==> config.mk <==
export PLATFORM = sky130hd
export DESIGN_NAME = mme_cmd_fifo
export DESIGN_NICKNAME = d
export VERILOG_FILES = /design/src/rtl/mme_pkg.sv /design/src/rtl/mme_cmd_fifo.sv
export SDC_FILE = /design/constraint.sdc
export NUM_CORES = 1
export LEC_CHECK = 0
export BUFFER_PORTS_ARGS = -buffer_cell sky130_fd_sc_hd__buf_4
export CORE_MARGIN = 4
export CORE_UTILIZATION = 48
export DETAILED_ROUTE_END_ITERATION = 8
export GPL_ROUTABILITY_DRIVEN = 0
export PLACE_DENSITY = 0.67
export SYNTH_ARGS = -nofsm -noshare
export SYNTH_HDL_FRONTEND = slang
export SYNTH_SLANG_ARGS = --single-unit
==> constraint.sdc <==
create_clock -name clk -period 3 [get_ports clk]
set_input_delay 0.15 -clock clk [delete_from_list [all_inputs] [get_ports clk]]
set_output_delay 0.15 -clock clk [all_outputs]
set_load 0.02 [all_outputs]
==> src/rtl/mme_pkg.sv <==
// shared constants, types and helpers of the matrix multiply engine
package mme_pkg;

  localparam int MAX_DIM     = 8;
  localparam int FRAC_BITS   = 16;
  localparam int ROW_W       = 3;
  localparam int DIM_W       = 4;
  localparam int VAL_W       = 32;
  localparam int MODE_W      = 2;
  localparam int CFG_IDX_W   = 2;
  localparam int STORE_DEPTH = MAX_DIM * MAX_DIM;
  localparam int ADDR_W      = (STORE_DEPTH > 1) ? $clog2(STORE_DEPTH) : 1;
  localparam int PROD_W      = 2 * VAL_W;
  localparam int ACC_W       = PROD_W + $clog2(MAX_DIM) + 1;
  localparam int TDATA_W     = ((2 * ROW_W + VAL_W + 7) / 8) * 8;
  localparam int Q_DEPTH     = 4;
  localparam int Q_PTR_W     = $clog2(Q_DEPTH);

  localparam logic [MODE_W-1:0] MODE_LOAD_A = 2'd0;
  localparam logic [MODE_W-1:0] MODE_LOAD_B = 2'd1;
  localparam logic [MODE_W-1:0] MODE_MULT   = 2'd2;

  localparam logic [CFG_IDX_W-1:0] REG_A_ROWS    = 2'd0;
  localparam logic [CFG_IDX_W-1:0] REG_INNER_DIM = 2'd1;
  localparam logic [CFG_IDX_W-1:0] REG_B_COLS    = 2'd2;

  localparam logic [DIM_W-1:0] DIM_RESET = 4'd8;

  localparam logic signed [ACC_W-1:0] SAT_MAX =
    {{(ACC_W-VAL_W+1){1'b0}}, {(VAL_W-1){1'b1}}};
  localparam logic signed [ACC_W-1:0] SAT_MIN =
    {{(ACC_W-VAL_W+1){1'b1}}, {(VAL_W-1){1'b0}}};

  typedef enum logic [1:0] {
    CMD_LOAD_A,
    CMD_LOAD_B,
    CMD_MULT
  } cmd_kind_t;

  typedef struct packed {
    cmd_kind_t         kind;
    logic [ROW_W-1:0]  row;
    logic [ROW_W-1:0]  col;
    logic [VAL_W-1:0]  value;
  } cmd_t;

  typedef struct packed {
    logic full;
    logic empty;
  } q_stat_t;

  typedef enum logic [1:0] {
    BK_IDLE,
    BK_ISSUE,
    BK_DRAIN
  } back_state_t;

  function automatic logic [ADDR_W-1:0] st_addr(input logic [ROW_W-1:0] r,
                                                input logic [ROW_W-1:0] c);
    return ADDR_W'(int'(r) * MAX_DIM + int'(c));
  endfunction

endpackage

==> src/rtl/mme_cmd_fifo.sv <==
// command queue between the front and back parts
module mme_cmd_fifo (
  input  logic             clk,
  input  logic             rst_n,
  input  logic             push,
  input  mme_pkg::cmd_t    push_cmd,
  input  logic             pop,
  output mme_pkg::cmd_t    pop_cmd,
  output mme_pkg::q_stat_t stat
);

  mme_pkg::cmd_t               fifo_mem_r [mme_pkg::Q_DEPTH];
  logic [mme_pkg::Q_PTR_W-1:0] wr_ptr_r;
  logic [mme_pkg::Q_PTR_W-1:0] rd_ptr_r;
  logic [mme_pkg::Q_PTR_W:0]   cnt_r;
  logic                        push_ok;
  logic                        pop_ok;

  assign stat.full  = (cnt_r == (mme_pkg::Q_PTR_W+1)'(mme_pkg::Q_DEPTH));
  assign stat.empty = (cnt_r == '0);
  assign push_ok    = push && !stat.full;
  assign pop_ok     = pop && !stat.empty;
  assign pop_cmd    = fifo_mem_r[rd_ptr_r];

  always_ff @(posedge clk) begin
    if (push_ok) begin
      fifo_mem_r[wr_ptr_r] <= push_cmd;
    end
  end

  always_ff @(posedge clk) begin
    if (!rst_n) begin
      wr_ptr_r <= '0;
      rd_ptr_r <= '0;
      cnt_r    <= '0;
    end else begin
      if (push_ok) begin
        wr_ptr_r <= wr_ptr_r + mme_pkg::Q_PTR_W'(1);
      end
      if (pop_ok) begin
        rd_ptr_r <= rd_ptr_r + mme_pkg::Q_PTR_W'(1);
      end
      if (push_ok && !pop_ok) begin
        cnt_r <= cnt_r + (mme_pkg::Q_PTR_W+1)'(1);
      end else if (pop_ok && !push_ok) begin
        cnt_r <= cnt_r - (mme_pkg::Q_PTR_W+1)'(1);
      end
    end
  end

endmodule

==> impl_metrics.ini <==
[status]
status = completed

[setup_path]
cp-end-kind = flop
cp.depth = 8
crit_buf_inv = 1
cp-start-kind = flop
cp_top_family = simple AND/OR/NAND/NOR gates
max_stage_delay_ns = 0.49
r2r_slack_ns = 0.58
crit_required_ns = 3.34
startpoint = cnt_r[0]
critPathKind = flop to flop
cp_slowest_cell = dfxtp_1
rr_startpoint = cnt_r[0]
cp-endpoint = cnt_r[2]
crit_fanout = 7
arrival_ns = 2.77
reg2reg_to = cnt_r[2]
crit_path_cell_trace = nor3b_2 > nor2b_1 > ha_1 > inv_1 > fa_1 > xor2_1 > or3_1 > a21boi_0
ff2ff_path_depth = 8

[hold_path]
holdPathStages = 2
hold_path.class = input pin to flop

[synthesis]
synth-edff-count = 160
yosys.area_share.simple_pct = 1.61
synth_top_family_by_area = multiplexers
avgSynthCellArea_um2 = 24.5
synth_seq_cells = 169
synth_nets = 307
netlist_area_um2 = 6310
synth_compound_area_share_pct = 0.536
synth-xor-area-share_pct = 0.556
synth.distinct_cells = 23
async_flop_share_pct = 0
ys_seq_area_share_pct = 79.0
ys_warn_count = 0
synth_mux_area_share_pct = 14.8
synth_fa_ha_area_share_pct = 1.31
syn_inst = 257
synth_ff_type = edfxtp_1

[global_routing]
grt_pass1_vias = 3145
antenna_found_initial = 0
grt_pass1_wl_mm = 17.0
globalRoute.totalOverflow = 0
grtUsageTotal_pct = 15.7
grt_max_degree = 41

[power_and_ir_drop]
power.density_nw_per_um2 = 866
power.total_uw = 7040
cellLeakagePower_uw = 0.00280
pwr-share-comb_pct = 24.5
ir_drop_v = 0.000426
p_sw_uw = 1890
swShare_pct = 26.8
power_frac_seq_pct = 44.2
internal-power_uw = 5150
clock_power_share_pct = 31.3

[drt]
vias = 2986
initialDrtViolationCount = 208
dr.pass1.iters = 4
post_drt_wl_per_cell_um = 18.9
routed_wl_mm = 11.0
drcViolationCount = 0
vias_per_cell = 5.13
ant_nets = 0

[timing]
setup_tns_ns = 0
hold_viol = 0
fin_skew_ns = 0.00802
worst_pin_slew_ns = 0.828
rsz0062_at_grt = no
finalCritPeriodShare_pct = 80.8
setup_violations = 0
clock.fmax_mhz = 412
slew_headroom_pct = 44.8
min_period_ns = 2.42
final_max_slew_viol_count = 0

[final_layout]
drive_gt1_share_pct = 41.0
areaGrowthSynthToFinish_pct = 28.9
num-nets-final = 447
antenna_cells = 0

[clock_network]
cts.hold.buffers_added = 40
cts_setup_buffers = 0
cts-resized-gates = 0
cts.clk_slew.worst_paths_ns = 0.06
cts_max_level = 4
clk-insertion-delay-late_ns = 0.42
cts_tree = done
cts_root_buf = clkbuf_16
cts.sinks = 169
clockBufferDepth = 2
cts_inserted_buffers = 17

[floorplanning]
core_area_um2 = 12700
die-area_um2 = 15000
die_h_um = 123
io_pins = 86
placementRows = 41
die_w_um = 123
start_util_pct = 49.6

[place]
place.port_buffers = 85
dpl.hpwl_mm = 6.49

[job]
max-cap-violations = 0
==> cells in the mapped netlist, drive strengths merged (2+ instances only) <==
| cell type | n | area (µm²) |
|---|---|---|
| buf | 10 | 123 |
| edfxtp | 160 | 4800 |
| and2 | 8 | 50.1 |
| mux4 | 40 | 901 |
| nor2b | 2 | 12.5 |
| ha | 5 | 62.6 |
| inv | 3 | 11.3 |
| dfxtp | 9 | 180 |
| mux2i | 3 | 30.0 |
| nand2 | 4 | 15.0 |
| xnor2 | 3 | 26.3 |
==> worst register-to-register path, cell delays in order (launching register included) <==
cell and delay, ns:
dfxtp_1 0.49, nor3b_2 0.10, nor2b_1 0.41, ha_1 0.28, inv_1 0.06, fa_1 0.37
xor2_1 0.16, or3_1 0.31, a21boi_0 0.17
==> cell families (layout without fill, tap and decap cells) <==
family                   Yosys count  count (layout)
XOR/XNOR                           4               4
buffers and inverters             14             167
adder cells (fa/ha/maj)            6               6
flip-flops                       169             169
AND/OR/NAND/NOR                   17              17
AO/OA/AOI/OAI                      4               4
multiplexers                      43              43
==> registers in the layout, indices dropped and copies added (netlist names), named ones only <==
name	flops
fifo_mem_r	160
rd_ptr_r	2
cnt_r	3
wr_ptr_r	2
==> cell type report <==
cell class	instances	area (µm²)
Inverter	3	11.3
Sequential cell	169	4990
Tap cell	172	215
Multi-Input combinational cell	74	1190
Fill cell	911	4590
Clock buffer	17	425
Timing Repair Buffer	132	1120
Clock inverter	15	183
==> power by group through the flow <==
| stage | clock network, µW | registers (µW) | logic (µW) |
|---|---|---|---|
| after global routing | 2370 | 3160 | 1830 |
| after global placement | 0 | 3160 | 1700 |
| after detailed placement | 0 | 3170 | 1710 |
| after floorplan | 0 | 2980 | 1300 |
| final | 2210 | 3110 | 1730 |
| after CTS | 2250 | 3120 | 1760 |
==> metrics by stage <==
step	area (µm²)	cells	hold WS (ns)	utilization, %	setup WS [ns]
after floorplan	6310	257	0.249	-	0.757
after global placement	7120	510	0.351	56.0	0.743
after detailed placement	7120	510	0.355	56.0	0.571
after CTS	8130	582	0.00339	63.9	0.551
after global routing	8130	582	0.0194	63.9	0.375
final	8130	582	0.0155	63.9	0.575
==> routing by layer <==
layer	global-route usage, %	up-vias	wire (µm)
li1	-	1348	-
met1	20.5	1542	4670
met2	25.0	85	5560
met3	4.88	11	618
met4	6.30	0	150
met5	0	-	0
==> how the worst min path moves through the flow <==
stage	from	end
6_report	rst_n	cnt_r[0]
3_3_place_gp	push_cmd[39]	fifo_mem_r[2][39]
2_1_floorplan	push_cmd[0]	fifo_mem_r[0][0]
3_5_place_dp	push_cmd[8]	fifo_mem_r[2][8]
4_1_cts	rst_n	cnt_r[0]
5_1_grt	rst_n	cnt_r[0]
==> placed cells by master, fill, tap and decap left out <==
cell and instances:
buf_4 90, o31ai_2 1, a21boi_0 1, ha_1 5, clkinv_2 3, o311ai_1 1
dlygate4sd3_1 40, clkinvlp_4 2, nor2b_1 2, mux4_2 40, bufinv_16 4, and2_1 4
clkinv_4 2, edfxtp_1 160, clkinv_1 4, nor3b_2 1, dfxtp_4 1, and2_2 4
o21ai_0 1, mux2i_1 3, inv_1 3, dfxtp_2 1, xnor2_1 3, dfxtp_1 7
nor3_1 1, buf_12 2, or3_1 1, nand2_1 4, clkbuf_16 17, xor2_1 1
fa_1 1
(Power assumes the default switching activity.)
